===== config.mk =====
export PLATFORM = sky130hd
export DESIGN_NAME = lorenz_euler_integrator
export DESIGN_NICKNAME = d
export VERILOG_FILES = /design/src/rtl/lorenz_pkg.sv /design/src/rtl/lorenz_euler_integrator.sv /design/src/rtl/lorenz_mul.sv /design/src/rtl/lorenz_seq.sv
export VERILOG_INCLUDE_DIRS = /design/src /design/src/rtl
export SDC_FILE = /design/constraint.sdc
export NUM_CORES = 2
export LEC_CHECK = 0
export BUFFER_PORTS_ARGS = -buffer_cell sky130_fd_sc_hd__buf_4
export CORE_MARGIN = 2
export CORE_UTILIZATION = 41
export CTS_BUF_LIST = sky130_fd_sc_hd__clkbuf_16
export DETAILED_ROUTE_END_ITERATION = 16
export SLEW_MARGIN = 5
export SYNTH_ARGS = -nofsm -noshare
export SYNTH_HDL_FRONTEND = slang
export SYNTH_SLANG_ARGS = --single-unit

===== constraint.sdc =====
create_clock -name clk -period 15.1 [get_ports clk]
set_input_delay 0 -clock clk [delete_from_list [all_inputs] [get_ports clk]]
set_output_delay 0 -clock clk [all_outputs]
set_load 0.05 [all_outputs]

===== src/rtl/lorenz_euler_integrator_defines.svh =====
// Assertion macros used by the Lorenz integrator top level.
`ifndef LORENZ_EULER_INTEGRATOR_DEFINES_SVH
`define LORENZ_EULER_INTEGRATOR_DEFINES_SVH

// Same-cycle implication, sampled on clk, off while rst_n is low.
`define LEI_ASSERT_IMPLY(name, ante, cons, msg) \
    name: assert property (@(posedge clk) disable iff (!rst_n) (ante) |-> (cons)) \
        else $error(msg);

// Next-cycle implication, sampled on clk, off while rst_n is low.
`define LEI_ASSERT_NEXT(name, ante, cons, msg) \
    name: assert property (@(posedge clk) disable iff (!rst_n) (ante) |=> (cons)) \
        else $error(msg);

`endif


===== src/rtl/lorenz_pkg.sv =====
// Shared types and constants of the Lorenz Euler integrator.
package lorenz_pkg;

    localparam int DP_WIDTH    = 64;
    localparam int FRAC_BITS   = 24;
    localparam int DIGIT_WIDTH = 4;
    localparam int NUM_DIGITS  = DP_WIDTH / DIGIT_WIDTH;
    localparam int CNT_WIDTH   = $clog2(NUM_DIGITS);
    localparam int OUT_WIDTH   = 32;

    typedef logic signed [DP_WIDTH-1:0] dp_t;

    localparam dp_t DP_MAX = {1'b0, {(DP_WIDTH-1){1'b1}}};
    localparam dp_t DP_MIN = {1'b1, {(DP_WIDTH-1){1'b0}}};
    localparam dp_t ONE_Q  = dp_t'(1) <<< FRAC_BITS;

    typedef enum logic [2:0] {
        REG_SIGMA,
        REG_BETA,
        REG_RHO,
        REG_TIME_STEP,
        REG_START_X,
        REG_START_Y,
        REG_START_Z
    } cfg_index_t;

    typedef struct packed {
        logic        [30:0] sigma;
        logic        [30:0] beta;
        logic        [30:0] rho;
        logic        [24:0] time_step;
        logic        [31:0] start_x;
        logic        [31:0] start_y;
        logic        [31:0] start_z;
    } cfg_t;

    localparam cfg_t CFG_RESET = '{
        sigma:     31'd167772160,
        beta:      31'd44738124,
        rho:       31'd469762048,
        time_step: 25'd16777,
        start_x:   32'd16777216,
        start_y:   32'd16777216,
        start_z:   32'd16777216
    };

    typedef struct packed {
        logic [OUT_WIDTH-1:0] pos_x;
        logic [OUT_WIDTH-1:0] pos_y;
        logic [OUT_WIDTH-1:0] pos_z;
        logic                 clipped;
    } point_t;

    typedef struct packed {
        logic start;
        dp_t  a;
        dp_t  b;
    } mul_req_t;

    typedef struct packed {
        logic done;
        logic ovf;
        dp_t  product;
    } mul_rsp_t;

endpackage


===== src/rtl/lorenz_euler_integrator.sv =====
// Lorenz attractor explicit Euler integrator, signed Q8.24, top level.
//
// Input channel (in_valid/in_ready, restart): a beat with restart high
// loads the configured start point (saturated to WORD_WIDTH bits) and
// emits it; restart low advances the point by one Euler step.
// Output channel (out_valid/out_ready): one beat per input beat carrying
// pos_x, pos_y, pos_z and clipped (set when any value saturated).
// Config channel (cfg_valid/cfg_ready, cfg_index, cfg_data): always ready;
// write only while the block is idle.
// Order: a restart beat passes from the input through the sequencer's
// S_DONE state to the output register. A step beat first runs seven
// products through one digit-serial multiplier taking 4 bits of its
// second operand per cycle, plus two adder states, before S_DONE.
// A new input beat is accepted only while the sequencer is idle.
// The output register holds a finished beat while the receiver stalls;
// the next input beat is taken meanwhile, and its result waits in the
// sequencer until the output register frees up.
// Reset: point and registers return to their defaults (1.0 start point,
// sigma 10, beta about 2.6666, rho 28, dt about 0.001); output empties.
`include "lorenz_euler_integrator_defines.svh"

module lorenz_euler_integrator
#(
    parameter int WORD_WIDTH = 32
)
(
    input  logic        clk,
    input  logic        rst_n,
    input  logic        in_valid,
    output logic        in_ready,
    input  logic        restart,
    output logic        out_valid,
    input  logic        out_ready,
    output logic [31:0] pos_x,
    output logic [31:0] pos_y,
    output logic [31:0] pos_z,
    output logic        clipped,
    input  logic        cfg_valid,
    output logic        cfg_ready,
    input  logic [2:0]  cfg_index,
    input  logic [31:0] cfg_data
);

    lorenz_pkg::cfg_t   cfg_reg, cfg_next;
    logic               out_valid_reg, out_valid_next;
    lorenz_pkg::point_t out_point_reg, out_point_next;

    logic               seq_idle;
    logic               res_valid;
    logic               res_ready;
    lorenz_pkg::point_t res;

    lorenz_seq
    #(
        .WORD_WIDTH (WORD_WIDTH)
    )
    u_seq
    (
        .clk       (clk),
        .rst_n     (rst_n),
        .start     (in_valid && in_ready),
        .restart   (restart),
        .cfg       (cfg_reg),
        .idle      (seq_idle),
        .res_valid (res_valid),
        .res_ready (res_ready),
        .res       (res)
    );

    assign in_ready  = seq_idle;
    assign cfg_ready = 1'b1;
    assign res_ready = !out_valid_reg || out_ready;

    always_comb
    begin
        cfg_next = cfg_reg;
        if (cfg_valid)
        begin
            case (lorenz_pkg::cfg_index_t'(cfg_index))
                lorenz_pkg::REG_SIGMA:     cfg_next.sigma     = cfg_data[30:0];
                lorenz_pkg::REG_BETA:      cfg_next.beta      = cfg_data[30:0];
                lorenz_pkg::REG_RHO:       cfg_next.rho       = cfg_data[30:0];
                lorenz_pkg::REG_TIME_STEP: cfg_next.time_step = cfg_data[24:0];
                lorenz_pkg::REG_START_X:   cfg_next.start_x   = cfg_data;
                lorenz_pkg::REG_START_Y:   cfg_next.start_y   = cfg_data;
                lorenz_pkg::REG_START_Z:   cfg_next.start_z   = cfg_data;
                default:
                begin
                end
            endcase
        end
    end

    always_comb
    begin
        out_valid_next = out_valid_reg;
        out_point_next = out_point_reg;
        if (res_valid && res_ready)
        begin
            out_valid_next = 1'b1;
            out_point_next = res;
        end
        else if (out_ready)
        begin
            // drop the beat once taken
            out_valid_next = 1'b0;
        end
    end

    always_ff @(posedge clk or negedge rst_n)
    begin
        if (!rst_n)
        begin
            cfg_reg       <= lorenz_pkg::CFG_RESET;
            out_valid_reg <= 1'b0;
        end
        else
        begin
            cfg_reg       <= cfg_next;
            out_valid_reg <= out_valid_next;
        end
    end

    always_ff @(posedge clk)
    begin
        out_point_reg <= out_point_next;
    end

    assign out_valid = out_valid_reg;
    assign pos_x     = out_point_reg.pos_x;
    assign pos_y     = out_point_reg.pos_y;
    assign pos_z     = out_point_reg.pos_z;
    assign clipped   = out_point_reg.clipped;

    `LEI_ASSERT_NEXT(a_busy_after_accept, in_valid && in_ready, !in_ready, "input taken while busy")
    `LEI_ASSERT_IMPLY(a_ready_not_pending, in_ready, !res_valid, "idle with a result pending")
    `LEI_ASSERT_NEXT(a_commit_fills_out, res_valid && res_ready, out_valid, "result beat lost")

endmodule


===== src/rtl/lorenz_mul.sv =====
// Digit-serial signed Q40.24 multiplier: one 4-bit digit of b per cycle, floor and saturate.
module lorenz_mul
(
    input  logic                 clk,
    input  logic                 rst_n,
    input  lorenz_pkg::mul_req_t req,
    output lorenz_pkg::mul_rsp_t rsp
);

    localparam int ACC_WIDTH  = lorenz_pkg::DP_WIDTH + lorenz_pkg::DIGIT_WIDTH + 2;
    localparam int PP_WIDTH   = lorenz_pkg::DP_WIDTH + lorenz_pkg::DIGIT_WIDTH + 1;
    localparam int FULL_WIDTH = ACC_WIDTH + lorenz_pkg::DP_WIDTH;
    localparam int Q_TOP      = lorenz_pkg::DP_WIDTH - 1 + lorenz_pkg::FRAC_BITS;
    localparam logic [lorenz_pkg::CNT_WIDTH-1:0] LAST_DIGIT =
        lorenz_pkg::CNT_WIDTH'(lorenz_pkg::NUM_DIGITS - 1);

    typedef enum logic [1:0] {
        M_IDLE,
        M_RUN,
        M_FIN
    } mstate_t;

    typedef logic signed [ACC_WIDTH-1:0] acc_t;
    typedef logic signed [PP_WIDTH-1:0]  pp_t;

    mstate_t                             state_reg, state_next;
    logic [lorenz_pkg::CNT_WIDTH-1:0]    cnt_reg, cnt_next;
    logic                                done_reg, done_next;
    logic                                ovf_reg, ovf_next;
    lorenz_pkg::dp_t                     product_reg, product_next;

    lorenz_pkg::dp_t                     a_reg, a_next;
    logic [lorenz_pkg::DP_WIDTH-1:0]     b_reg, b_next;
    acc_t                                h_reg, h_next;
    logic [lorenz_pkg::DP_WIDTH-1:0]     l_reg, l_next;

    logic [lorenz_pkg::DIGIT_WIDTH-1:0]  digit;
    logic signed [lorenz_pkg::DIGIT_WIDTH:0] digit_s;
    pp_t                                 pp;
    acc_t                                sum;
    logic [FULL_WIDTH-1:0]               full;
    logic [FULL_WIDTH-1-Q_TOP:0]         q_high;

    always_comb
    begin
        digit   = b_reg[lorenz_pkg::DIGIT_WIDTH-1:0];
        // top digit carries the sign of b
        digit_s = (cnt_reg == LAST_DIGIT) ? {digit[lorenz_pkg::DIGIT_WIDTH-1], digit}
                                          : {1'b0, digit};
        pp      = pp_t'(a_reg) * pp_t'(digit_s);
        sum     = h_reg + acc_t'(pp);
        full    = {h_reg, l_reg};
        q_high  = full[FULL_WIDTH-1:Q_TOP];
    end

    always_comb
    begin
        state_next   = state_reg;
        cnt_next     = cnt_reg;
        done_next    = 1'b0;
        ovf_next     = ovf_reg;
        product_next = product_reg;
        a_next       = a_reg;
        b_next       = b_reg;
        h_next       = h_reg;
        l_next       = l_reg;
        case (state_reg)
            M_IDLE:
            begin
                if (req.start)
                begin
                    a_next     = req.a;
                    b_next     = req.b;
                    h_next     = '0;
                    l_next     = '0;
                    cnt_next   = '0;
                    state_next = M_RUN;
                end
            end
            M_RUN:
            begin
                h_next   = sum >>> lorenz_pkg::DIGIT_WIDTH;
                l_next   = {sum[lorenz_pkg::DIGIT_WIDTH-1:0],
                            l_reg[lorenz_pkg::DP_WIDTH-1:lorenz_pkg::DIGIT_WIDTH]};
                b_next   = b_reg >> lorenz_pkg::DIGIT_WIDTH;
                cnt_next = cnt_reg + 1'b1;
                if (cnt_reg == LAST_DIGIT)
                begin
                    state_next = M_FIN;
                end
            end
            M_FIN:
            begin
                // floor(p / 2^FRAC_BITS), clamped to the 64-bit range
                if ((q_high == '0) || (q_high == '1))
                begin
                    product_next = full[Q_TOP:lorenz_pkg::FRAC_BITS];
                    ovf_next     = 1'b0;
                end
                else
                begin
                    product_next = full[FULL_WIDTH-1] ? lorenz_pkg::DP_MIN : lorenz_pkg::DP_MAX;
                    ovf_next     = 1'b1;
                end
                done_next  = 1'b1;
                state_next = M_IDLE;
            end
            default:
            begin
                state_next = M_IDLE;
            end
        endcase
    end

    always_ff @(posedge clk or negedge rst_n)
    begin
        if (!rst_n)
        begin
            state_reg   <= M_IDLE;
            cnt_reg     <= '0;
            done_reg    <= 1'b0;
            ovf_reg     <= 1'b0;
            product_reg <= '0;
        end
        else
        begin
            state_reg   <= state_next;
            cnt_reg     <= cnt_next;
            done_reg    <= done_next;
            ovf_reg     <= ovf_next;
            product_reg <= product_next;
        end
    end

    always_ff @(posedge clk)
    begin
        a_reg <= a_next;
        b_reg <= b_next;
        h_reg <= h_next;
        l_reg <= l_next;
    end

    assign rsp.done    = done_reg;
    assign rsp.ovf     = ovf_reg;
    assign rsp.product = product_reg;

endmodule


===== src/rtl/lorenz_seq.sv =====
// Step sequencer: point registers, saturating adder and the Euler step schedule.
module lorenz_seq
#(
    parameter int WORD_WIDTH = 32
)
(
    input  logic               clk,
    input  logic               rst_n,
    input  logic               start,
    input  logic               restart,
    input  lorenz_pkg::cfg_t   cfg,
    output logic               idle,
    output logic               res_valid,
    input  logic               res_ready,
    output lorenz_pkg::point_t res
);

    typedef logic signed [WORD_WIDTH-1:0]           word_t;
    typedef logic signed [lorenz_pkg::DP_WIDTH:0]   dp_wide_t;

    typedef struct packed {
        lorenz_pkg::dp_t value;
        logic            clip;
    } sat_t;

    typedef struct packed {
        word_t value;
        logic  clip;
    } word_sat_t;

    typedef enum logic [3:0] {
        S_IDLE,
        S_SUB_YX,
        S_MUL_DX,
        S_SUB_RZ,
        S_MUL_XR,
        S_MUL_XY,
        S_MUL_BZ,
        S_MUL_TX,
        S_MUL_TY,
        S_MUL_TZ,
        S_DONE
    } state_t;

    localparam word_t WORD_MAX = {1'b0, {(WORD_WIDTH-1){1'b1}}};
    localparam word_t WORD_MIN = {1'b1, {(WORD_WIDTH-1){1'b0}}};
    localparam word_t WORD_ONE = lorenz_pkg::ONE_Q[WORD_WIDTH-1:0];

    function automatic sat_t add_sat(lorenz_pkg::dp_t a, lorenz_pkg::dp_t b, logic sub);
        dp_wide_t s;
        sat_t     r;
        if (sub)
        begin
            s = dp_wide_t'(a) - dp_wide_t'(b);
        end
        else
        begin
            s = dp_wide_t'(a) + dp_wide_t'(b);
        end
        if (s[lorenz_pkg::DP_WIDTH] != s[lorenz_pkg::DP_WIDTH-1])
        begin
            r.value = s[lorenz_pkg::DP_WIDTH] ? lorenz_pkg::DP_MIN : lorenz_pkg::DP_MAX;
            r.clip  = 1'b1;
        end
        else
        begin
            r.value = s[lorenz_pkg::DP_WIDTH-1:0];
            r.clip  = 1'b0;
        end
        return r;
    endfunction

    function automatic word_sat_t clamp_word(lorenz_pkg::dp_t v);
        logic [lorenz_pkg::DP_WIDTH-WORD_WIDTH:0] upper;
        word_sat_t                                r;
        upper = v[lorenz_pkg::DP_WIDTH-1:WORD_WIDTH-1];
        if ((upper == '0) || (upper == '1))
        begin
            r.value = v[WORD_WIDTH-1:0];
            r.clip  = 1'b0;
        end
        else
        begin
            r.value = v[lorenz_pkg::DP_WIDTH-1] ? WORD_MIN : WORD_MAX;
            r.clip  = 1'b1;
        end
        return r;
    endfunction

    state_t               state_reg, state_next;
    logic                 wait_reg, wait_next;
    logic                 clip_reg, clip_next;
    word_t                cur_x_reg, cur_x_next;
    word_t                cur_y_reg, cur_y_next;
    word_t                cur_z_reg, cur_z_next;

    lorenz_pkg::dp_t      tmp_reg, tmp_next;
    lorenz_pkg::dp_t      dx_reg, dx_next;
    lorenz_pkg::dp_t      dy_reg, dy_next;
    lorenz_pkg::dp_t      dz_reg, dz_next;

    lorenz_pkg::dp_t      x_wide, y_wide, z_wide;
    lorenz_pkg::dp_t      alu_a, alu_b;
    logic                 alu_sub;
    sat_t                 alu_res;
    word_sat_t            word_res;
    word_sat_t            sx, sy, sz;
    logic                 mul_phase;

    lorenz_pkg::mul_req_t mul_req;
    lorenz_pkg::mul_rsp_t mul_rsp;

    lorenz_mul u_mul
    (
        .clk   (clk),
        .rst_n (rst_n),
        .req   (mul_req),
        .rsp   (mul_rsp)
    );

    always_comb
    begin
        x_wide = lorenz_pkg::dp_t'(cur_x_reg);
        y_wide = lorenz_pkg::dp_t'(cur_y_reg);
        z_wide = lorenz_pkg::dp_t'(cur_z_reg);
        sx     = clamp_word(lorenz_pkg::dp_t'(signed'(cfg.start_x)));
        sy     = clamp_word(lorenz_pkg::dp_t'(signed'(cfg.start_y)));
        sz     = clamp_word(lorenz_pkg::dp_t'(signed'(cfg.start_z)));
    end

    assign mul_phase = (state_reg == S_MUL_DX) || (state_reg == S_MUL_XR) ||
                       (state_reg == S_MUL_XY) || (state_reg == S_MUL_BZ) ||
                       (state_reg == S_MUL_TX) || (state_reg == S_MUL_TY) ||
                       (state_reg == S_MUL_TZ);

    // operand routing for the shared adder and the multiplier
    always_comb
    begin
        alu_a     = y_wide;
        alu_b     = x_wide;
        alu_sub   = 1'b1;
        mul_req.a = x_wide;
        mul_req.b = y_wide;
        case (state_reg)
            S_SUB_RZ:
            begin
                alu_a = lorenz_pkg::dp_t'(cfg.rho);
                alu_b = z_wide;
            end
            S_MUL_DX:
            begin
                mul_req.a = lorenz_pkg::dp_t'(cfg.sigma);
                mul_req.b = tmp_reg;
            end
            S_MUL_XR:
            begin
                mul_req.b = tmp_reg;
                alu_a     = mul_rsp.product;
                alu_b     = y_wide;
            end
            S_MUL_BZ:
            begin
                mul_req.a = lorenz_pkg::dp_t'(cfg.beta);
                mul_req.b = z_wide;
                alu_a     = tmp_reg;
                alu_b     = mul_rsp.product;
            end
            S_MUL_TX:
            begin
                mul_req.a = lorenz_pkg::dp_t'(cfg.time_step);
                mul_req.b = dx_reg;
                alu_a     = x_wide;
                alu_b     = mul_rsp.product;
                alu_sub   = 1'b0;
            end
            S_MUL_TY:
            begin
                mul_req.a = lorenz_pkg::dp_t'(cfg.time_step);
                mul_req.b = dy_reg;
                alu_a     = y_wide;
                alu_b     = mul_rsp.product;
                alu_sub   = 1'b0;
            end
            S_MUL_TZ:
            begin
                mul_req.a = lorenz_pkg::dp_t'(cfg.time_step);
                mul_req.b = dz_reg;
                alu_a     = z_wide;
                alu_b     = mul_rsp.product;
                alu_sub   = 1'b0;
            end
            default:
            begin
            end
        endcase
        mul_req.start = mul_phase && !wait_reg;
        alu_res       = add_sat(alu_a, alu_b, alu_sub);
        word_res      = clamp_word(alu_res.value);
    end

    always_comb
    begin
        state_next = state_reg;
        wait_next  = wait_reg;
        clip_next  = clip_reg;
        cur_x_next = cur_x_reg;
        cur_y_next = cur_y_reg;
        cur_z_next = cur_z_reg;
        tmp_next   = tmp_reg;
        dx_next    = dx_reg;
        dy_next    = dy_reg;
        dz_next    = dz_reg;

        if (mul_req.start)
        begin
            wait_next = 1'b1;
        end

        case (state_reg)
            S_IDLE:
            begin
                if (start)
                begin
                    if (restart)
                    begin
                        cur_x_next = sx.value;
                        cur_y_next = sy.value;
                        cur_z_next = sz.value;
                        clip_next  = sx.clip | sy.clip | sz.clip;
                        state_next = S_DONE;
                    end
                    else
                    begin
                        clip_next  = 1'b0;
                        state_next = S_SUB_YX;
                    end
                end
            end
            S_SUB_YX:
            begin
                tmp_next   = alu_res.value;
                clip_next  = clip_reg | alu_res.clip;
                state_next = S_MUL_DX;
            end
            S_SUB_RZ:
            begin
                tmp_next   = alu_res.value;
                clip_next  = clip_reg | alu_res.clip;
                state_next = S_MUL_XR;
            end
            S_MUL_DX, S_MUL_XR, S_MUL_XY, S_MUL_BZ, S_MUL_TX, S_MUL_TY, S_MUL_TZ:
            begin
                if (wait_reg && mul_rsp.done)
                begin
                    wait_next = 1'b0;
                    case (state_reg)
                        S_MUL_DX:
                        begin
                            dx_next    = mul_rsp.product;
                            clip_next  = clip_reg | mul_rsp.ovf;
                            state_next = S_SUB_RZ;
                        end
                        S_MUL_XR:
                        begin
                            dy_next    = alu_res.value;
                            clip_next  = clip_reg | mul_rsp.ovf | alu_res.clip;
                            state_next = S_MUL_XY;
                        end
                        S_MUL_XY:
                        begin
                            tmp_next   = mul_rsp.product;
                            clip_next  = clip_reg | mul_rsp.ovf;
                            state_next = S_MUL_BZ;
                        end
                        S_MUL_BZ:
                        begin
                            dz_next    = alu_res.value;
                            clip_next  = clip_reg | mul_rsp.ovf | alu_res.clip;
                            state_next = S_MUL_TX;
                        end
                        S_MUL_TX:
                        begin
                            // x is no longer read as an operand once its update lands
                            cur_x_next = word_res.value;
                            clip_next  = clip_reg | mul_rsp.ovf | alu_res.clip | word_res.clip;
                            state_next = S_MUL_TY;
                        end
                        S_MUL_TY:
                        begin
                            cur_y_next = word_res.value;
                            clip_next  = clip_reg | mul_rsp.ovf | alu_res.clip | word_res.clip;
                            state_next = S_MUL_TZ;
                        end
                        default:
                        begin
                            cur_z_next = word_res.value;
                            clip_next  = clip_reg | mul_rsp.ovf | alu_res.clip | word_res.clip;
                            state_next = S_DONE;
                        end
                    endcase
                end
            end
            S_DONE:
            begin
                if (res_ready)
                begin
                    state_next = S_IDLE;
                end
            end
            default:
            begin
                state_next = S_IDLE;
            end
        endcase
    end

    always_ff @(posedge clk or negedge rst_n)
    begin
        if (!rst_n)
        begin
            state_reg <= S_IDLE;
            wait_reg  <= 1'b0;
            clip_reg  <= 1'b0;
            cur_x_reg <= WORD_ONE;
            cur_y_reg <= WORD_ONE;
            cur_z_reg <= WORD_ONE;
        end
        else
        begin
            state_reg <= state_next;
            wait_reg  <= wait_next;
            clip_reg  <= clip_next;
            cur_x_reg <= cur_x_next;
            cur_y_reg <= cur_y_next;
            cur_z_reg <= cur_z_next;
        end
    end

    always_ff @(posedge clk)
    begin
        tmp_reg <= tmp_next;
        dx_reg  <= dx_next;
        dy_reg  <= dy_next;
        dz_reg  <= dz_next;
    end

    assign idle        = (state_reg == S_IDLE);
    assign res_valid   = (state_reg == S_DONE);
    assign res.pos_x   = x_wide[lorenz_pkg::OUT_WIDTH-1:0];
    assign res.pos_y   = y_wide[lorenz_pkg::OUT_WIDTH-1:0];
    assign res.pos_z   = z_wide[lorenz_pkg::OUT_WIDTH-1:0];
    assign res.clipped = clip_reg;

endmodule

* Yosys cells after proc, flatten, opt, wreduce, memory -nomap -nowiden
Index checks and enable logic that the tools add are counted.
** Cells by class
- $mul :: 1
- Bitwise gates (word level) :: 6
- Multiplexer cells :: 65
- Reductions and logical operators :: 58
- Add/subtract/negate cells :: 4
- Equality and inequality tests :: 35
** Operator list (count)
- one-hot mux 64 bit (5 select lines) :: 2
- 2-to-1 mux 32 bit :: 16
- 2-to-1 mux 64 bit :: 7
- one-hot mux 64 bit (2 select lines) :: 3
- one-hot mux 64 bit (3 select lines) :: 2
- one-hot mux 32 bit (2 select lines) :: 3
- one-hot mux 70 bit (2 select lines) :: 1
- == test 33 bit, second input constant :: 4
- logical NOT 33 bit :: 4
- 2-to-1 mux 33 bit :: 4
- 2-to-1 mux 65 bit :: 2
- adder 70 x 69 -> 70 bit :: 1
- 2-to-1 mux 70 bit :: 1
- multiplier 64 x 5 -> 69 bit :: 1
- adder 64 x 64 -> 65 bit :: 1
- subtractor 64 x 64 -> 65 bit :: 1
- == test 47 bit, second input constant :: 1
- logical NOT 47 bit :: 1
- one-hot mux 4 bit (6 select lines) :: 1
- 2-to-1 mux 4 bit :: 5
- one-hot mux 4 bit (5 select lines) :: 1
- AND reduction 2 bit :: 10
- AND reduction 3 bit :: 6
- == test 4 x 3 -> 1 bit, second input constant :: 4
- other kinds (34) :: 87
** Word-level totals
- Word-level logic and storage cells :: 200
- Bits in registers :: 1004
- Output and inout port bits :: 100
- Bits of input ports :: 41

* Depth between registers and ports, before layout
- Depth after elaboration :: 14
- Gate-level depth with buffers :: 46

* Hierarchy
A second synthesis with hierarchy kept.
** Second synthesis, totals
- Cells, all modules :: 6429
- Area, all modules :: 63509.7 um2
** By module, submodules not included
- lorenz_seq :: instances 1, cells an instance 3244, seq. area each 10243.6 um2, area each 26879.5 um2
- lorenz_mul :: instances 1, cells an instance 2621, seq. area each 8828.5 um2, area each 25280.5 um2
- lorenz_euler_integrator :: instances 1, cells an instance 564, seq. area each 8324.2 um2, area each 11349.6 um2

* Least setup slack after synthesis
No wires, ideal clock.
- Path kind :: register to register
- Start :: register u_seq.state_reg[2]
- End :: register u_seq.u_mul.cnt_reg[3] (netlist bit)
- Arrival time :: 10033 ps
- Stages on the path, launching flop included :: 16
- Slack :: 4777 ps
- Required time :: 14810 ps
- Library setup time :: 290 ps
- Path through :: dfrtp_1 > buf_4 > buf_4 > buf_2 > clkbuf_1 > clkbuf_1 > nor2_1 > nor2_1 > nor2_1 > clkbuf_1 > nor2_1 > nor2_1 > nor2_1 > nand4_1 > xor2_1 > nor2_1
** On the way
- Cells in the longest elaborated chain, start to end :: 10
- Elaborated cells on any way between the ends :: 16
- Classes of those cells :: eq/ne (8); reduce/logical (8)
** RTL lines
- from (decl) :: line lorenz_seq.sv:90 : state_t state_reg, state_next;
- from (signal assigned) :: line lorenz_seq.sv:330 : state_reg <= state_next;
- == test 4 x 2 -> 1 bit / == test 4 x 3 -> 1 bit (equally long branches) :: line lorenz_seq.sv:131 : assign mul_phase = (state_reg == S_MUL_DX) || (state_reg == S_MUL_XR) ||
- logical OR 1 bit (2 in series) :: line lorenz_seq.sv:131
- logical OR 1 bit (2 in series) :: line lorenz_seq.sv:132 : (state_reg == S_MUL_XY) || (state_reg == S_MUL_BZ) ||
- logical OR 1 bit :: line lorenz_seq.sv:133 : (state_reg == S_MUL_TX) || (state_reg == S_MUL_TY) ||
- logical OR 1 bit (*) :: line lorenz_seq.sv:133
- logical AND 1 bit (*) :: line lorenz_seq.sv:196 : mul_req.start = mul_phase && !wait_reg;
- != test 2 x 1 -> 1 bit (no line) (*)
- AND reduction 2 bit (no line) (*)
- to (signal assigned) :: line lorenz_mul.sv:128 : cnt_reg <= cnt_next;
- to (decl) :: line lorenz_mul.sv:27 : logic [lorenz_pkg::CNT_WIDTH-1:0] cnt_reg, cnt_next;
Every way passes the cells marked *; elsewhere a longest branch is shown, timed or not.
A chain may end at the register's enable or synchronous reset.

* Worst setup path in the final report
- Start :: register u_seq.state_reg[1]
- End :: register u_seq.cur_z_reg[28]
** On the way
- Cells in the longest elaborated chain, start to end :: 13
- Elaborated cells on any way between the ends :: 36
- Classes of those cells :: add/sub (2); eq/ne (14); mux (10); reduce/logical (10)
** RTL lines
- == test 4 bit, or another cell as far along :: line lorenz_seq.sv:144, lorenz_seq.sv:219
- OR reduction 4 bit (no line)
- one-hot mux 64 bit (3 select lines) :: line lorenz_seq.sv:144 : case (state_reg)
- subtractor 64 x 64 -> 65 bit / adder 64 x 64 -> 65 bit (equally long branches) :: line lorenz_seq.sv:54, lorenz_seq.sv:58
- 2-to-1 mux 65 bit :: line lorenz_seq.sv:52 : if (sub)
- 2-to-1 mux 64 bit / != test 1 bit (equally long branches) :: line lorenz_seq.sv:62, lorenz_seq.sv:60
- 2-to-1 mux 65 bit :: line lorenz_seq.sv:60 : if (s[lorenz_pkg::DP_WIDTH] != s[lorenz_pkg::DP_WIDTH-1])
- == test 33 bit / logical NOT 33 bit (equally long branches) :: line lorenz_seq.sv:77 : if ((upper == '0) || (upper == '1))
- logical OR 1 bit :: line lorenz_seq.sv:77
- 2-to-1 mux 33 bit :: line lorenz_seq.sv:77
- 2-to-1 mux 32 bit :: line lorenz_seq.sv:256 : case (state_reg)
- 2-to-1 mux 32 bit :: line lorenz_seq.sv:253 : if (wait_reg && mul_rsp.done)
- one-hot mux 32 bit (2 select lines) :: line lorenz_seq.sv:219 : case (state_reg)
- to (signal assigned) :: line lorenz_seq.sv:335 : cur_z_reg <= cur_z_next;
- to (decl) :: line lorenz_seq.sv:95 : word_t cur_z_reg, cur_z_next;
Several ways; a longest one is shown, not always the timed one. The select of a mux whose other input is x is not followed.

==> metrics.yaml <==
clocking:
  cts_tree: "done"
  cts.repair.resized: 0
  hold_buffers: 39
  numCtsBuffers: 103
  insertion_delay_ns: 0.77
  clk_pin_slew_ns: 0.06
  cts_htree_levels: 3
  clk_path_buf_depth: 3
  numClockSinks: 944
  cts_setup_buffers: 0
  root_buffer: "clkbuf_16"
global_routing:
  grt_pass1_wl_um: 306000
  grt_overflow_total: 0
  grt_pass1_vias: 46625
  track_usage_pct: 27.9
  grt_antenna_before_repair: 11
  grt_max_degree: 163
finish:
  syn_to_final_growth_pct: 11.5
  final_cell_mix: "nand2_1 (613), edfxtp_1 (555), a21oi_1 (487)"
  register_area_um2: 26400
  largest_register_ffs: 214
  fin_util_pct: 45.9
  multi_input_comb_area_um2: 29500
  mostFrequentLayoutCell: "nand2_1"
  fill_cells: 13288
  layout-drive-gt1-share_pct: 14.4
  fin_nets: 6046
  stdcell_count: 7560
synthesis:
  synthArstFlopShare_pct: 41.2
  synth_cells: 5573
  yosysTopAreaCellShare_pct: 28.6
  yosysSeqAreaShare_pct: 45.4
  synth_edf_count: 555
  ys_seq_elements: 944
  ys.flop_type: "edfxtp_1"
  synth.area.top_cells: "edfxtp_1 (29%), dfrtp_1 (16%), fa_1 (7.7%)"
  synth_top_cell_by_area: "edfxtp_1"
  synth_cell_types: 104
  syn-num-nets: 6045
  yosys_warnings: 0
  synth_area_um2: 58200
  syn_avg_cell_area_um2: 10.4
placement:
  gp_congestion: 0.968
  hpwl_um: 144000
  dpl_worst_slack_ns: 2.85
  port_buffers: 139
  dp.cells: 7320
sta:
  hold_viol: 0
  setup_violations: 0
  drv_slew: 0
  tightest_slew_ns: 1.29
  maxSlewHeadroom_pct: 12.9
  finalCritPeriodShare_pct: 83.5
  fin_crit_ns: 12.61
  finalClockSkew_ns: 0.0750
  layout_setup_ws_ns: 2.49
  fmax_ghz: 0.0793
  rsz0062_at_grt: "no"
  setup_tns_ns: 0
route:
  ant_nets: 0
  drtIter0Drc: 5165
  vias: 46357
  drcViolationCount: 0
  wl_per_cell_um: 27.2
  dr.pass1.iters: 8
  vias_per_cell: 6.13
  routed_wl_um: 205000
floorplan:
  dieArea_um2: 145000
  rows: 138
  die_h_um: 381
  die_w_um: 381
  core-area_um2: 141000
  pin_count: 141
  initial_core_util_pct: 41.2
run:
  drv_cap: 0
critical_path:
  worstPathArrival_ns: 13.27
  r2r_cells: 32
  worstPathRequired_ns: 15.75
  crit_path_max_fanout: 47
  crit_top_cell: "o21ai_0"
  crit_type: "flip-flop to flip-flop"
  cp_slowest_cell: "dfrtp_1"
  slowest_delay_ns: 0.78
  cp-end-kind: "flip-flop"
  critPathLaunchType: "flip-flop"
status:
  outcome: "complete, no violations"
worst_hold_path:
  hold_class: "input pin to flip-flop"
  hold_path_depth: 3
## cell usage after synthesis (all sizes together), types with 63 or more instances
cell type,n
dfrtp,361
nor3,75
a41oi,63
nor2,424
xor2,73
edfxtp,555
fa,225
a21o,90
clkbuf,306
o21ai,299
xnor2,74
and2,128
inv,257
o22ai,73
a31oi,83
nand2,616
mux2,214
ha,206
a21oi,489
a22oi,165
buf,65
## final timing paths
| path | from | end | slack [ns] |
|---|---|---|---|
| setup / recovery | u_seq.state_reg[1]$_DFFE_PN0P_ | u_seq.cur_z_reg[28]$_DFFE_PN0P_ | 2.49 |
| hold / removal | cfg_data[31] | cfg_reg[31]$_DFFE_PN0P_ | 0.06 |
| setup reg to reg | u_seq.state_reg[1]$_DFFE_PN0P_ | u_seq.cur_z_reg[28]$_DFFE_PN0P_ | 2.49 |
| hold reg to reg | cfg_reg[31]$_DFFE_PN0P_ | cfg_reg[31]$_DFFE_PN0P_ | 0.50 |
| max in group asynchronous | rst_n | cfg_reg[11]$_DFFE_PN0P_ | 12.66 |
| min in group asynchronous | rst_n | u_seq.u_mul.product_reg[54]$_DFFE_PN0P_ | 0.37 |
## worst max-delay path, delay by kind of cell (launching register included)
family | cells | cell delay [ns]
compound gates | 13 | 4.10
xor+xnor | 1 | 0.24
fa+ha+maj | 2 | 0.92
buf+inv | 2 | 0.71
flops | 1 | 0.78
simple gates | 14 | 5.57
## stage by stage
step | instance area [µm²] | hold WS [ns]
6_report | 64900 | 0.0607
3_5_place_dp | 61000 | 0.0869
5_1_grt | 64900 | 0.0370
4_1_cts | 64900 | 0.0157
3_3_place_gp | 61000 | 0.0801
2_1_floorplan | 58200 | -0.296
## layout make-up
cell class,count,area share (%)
well taps,1890,3.65
clock inverters,89,1.17
repair buffers,267,3.32
flip-flops and latches,944,40.8
inverters,258,1.49
multi-input cells,4000,45.5
clock buffers,106,4.09
diodes,6,0.0231
## routing by layer
metal | global-route usage [%] | vias to the layer above | share of wire, %
met3 | 5.93 | 508 | 8.5
met4 | 11.7 | 0 | 4.5
met1 | 36.8 | 23251 | 41
li1 | - | 20387 | -
met2 | 44.6 | 2211 | 46
met5 | 0 | - | 0
## cell families (layout without fill, tap and decap cells)
kind of cell / after synthesis / after routing / share of synthesized area [%]
simple gates: 1601 / 1601 / 13.4
fa+ha+maj: 431 / 431 / 12.2
buf+inv: 629 / 720 / 4.28
compound gates: 1591 / 1591 / 18.1
other cells: 1 / 7 / 0.00645
mux: 229 / 229 / 4.41
flops: 944 / 944 / 45.4
xor+xnor: 147 / 147 / 2.21
Power is not shown: default switching activity piles up to over one toggle a cycle in this logic, so the estimate is an artifact.
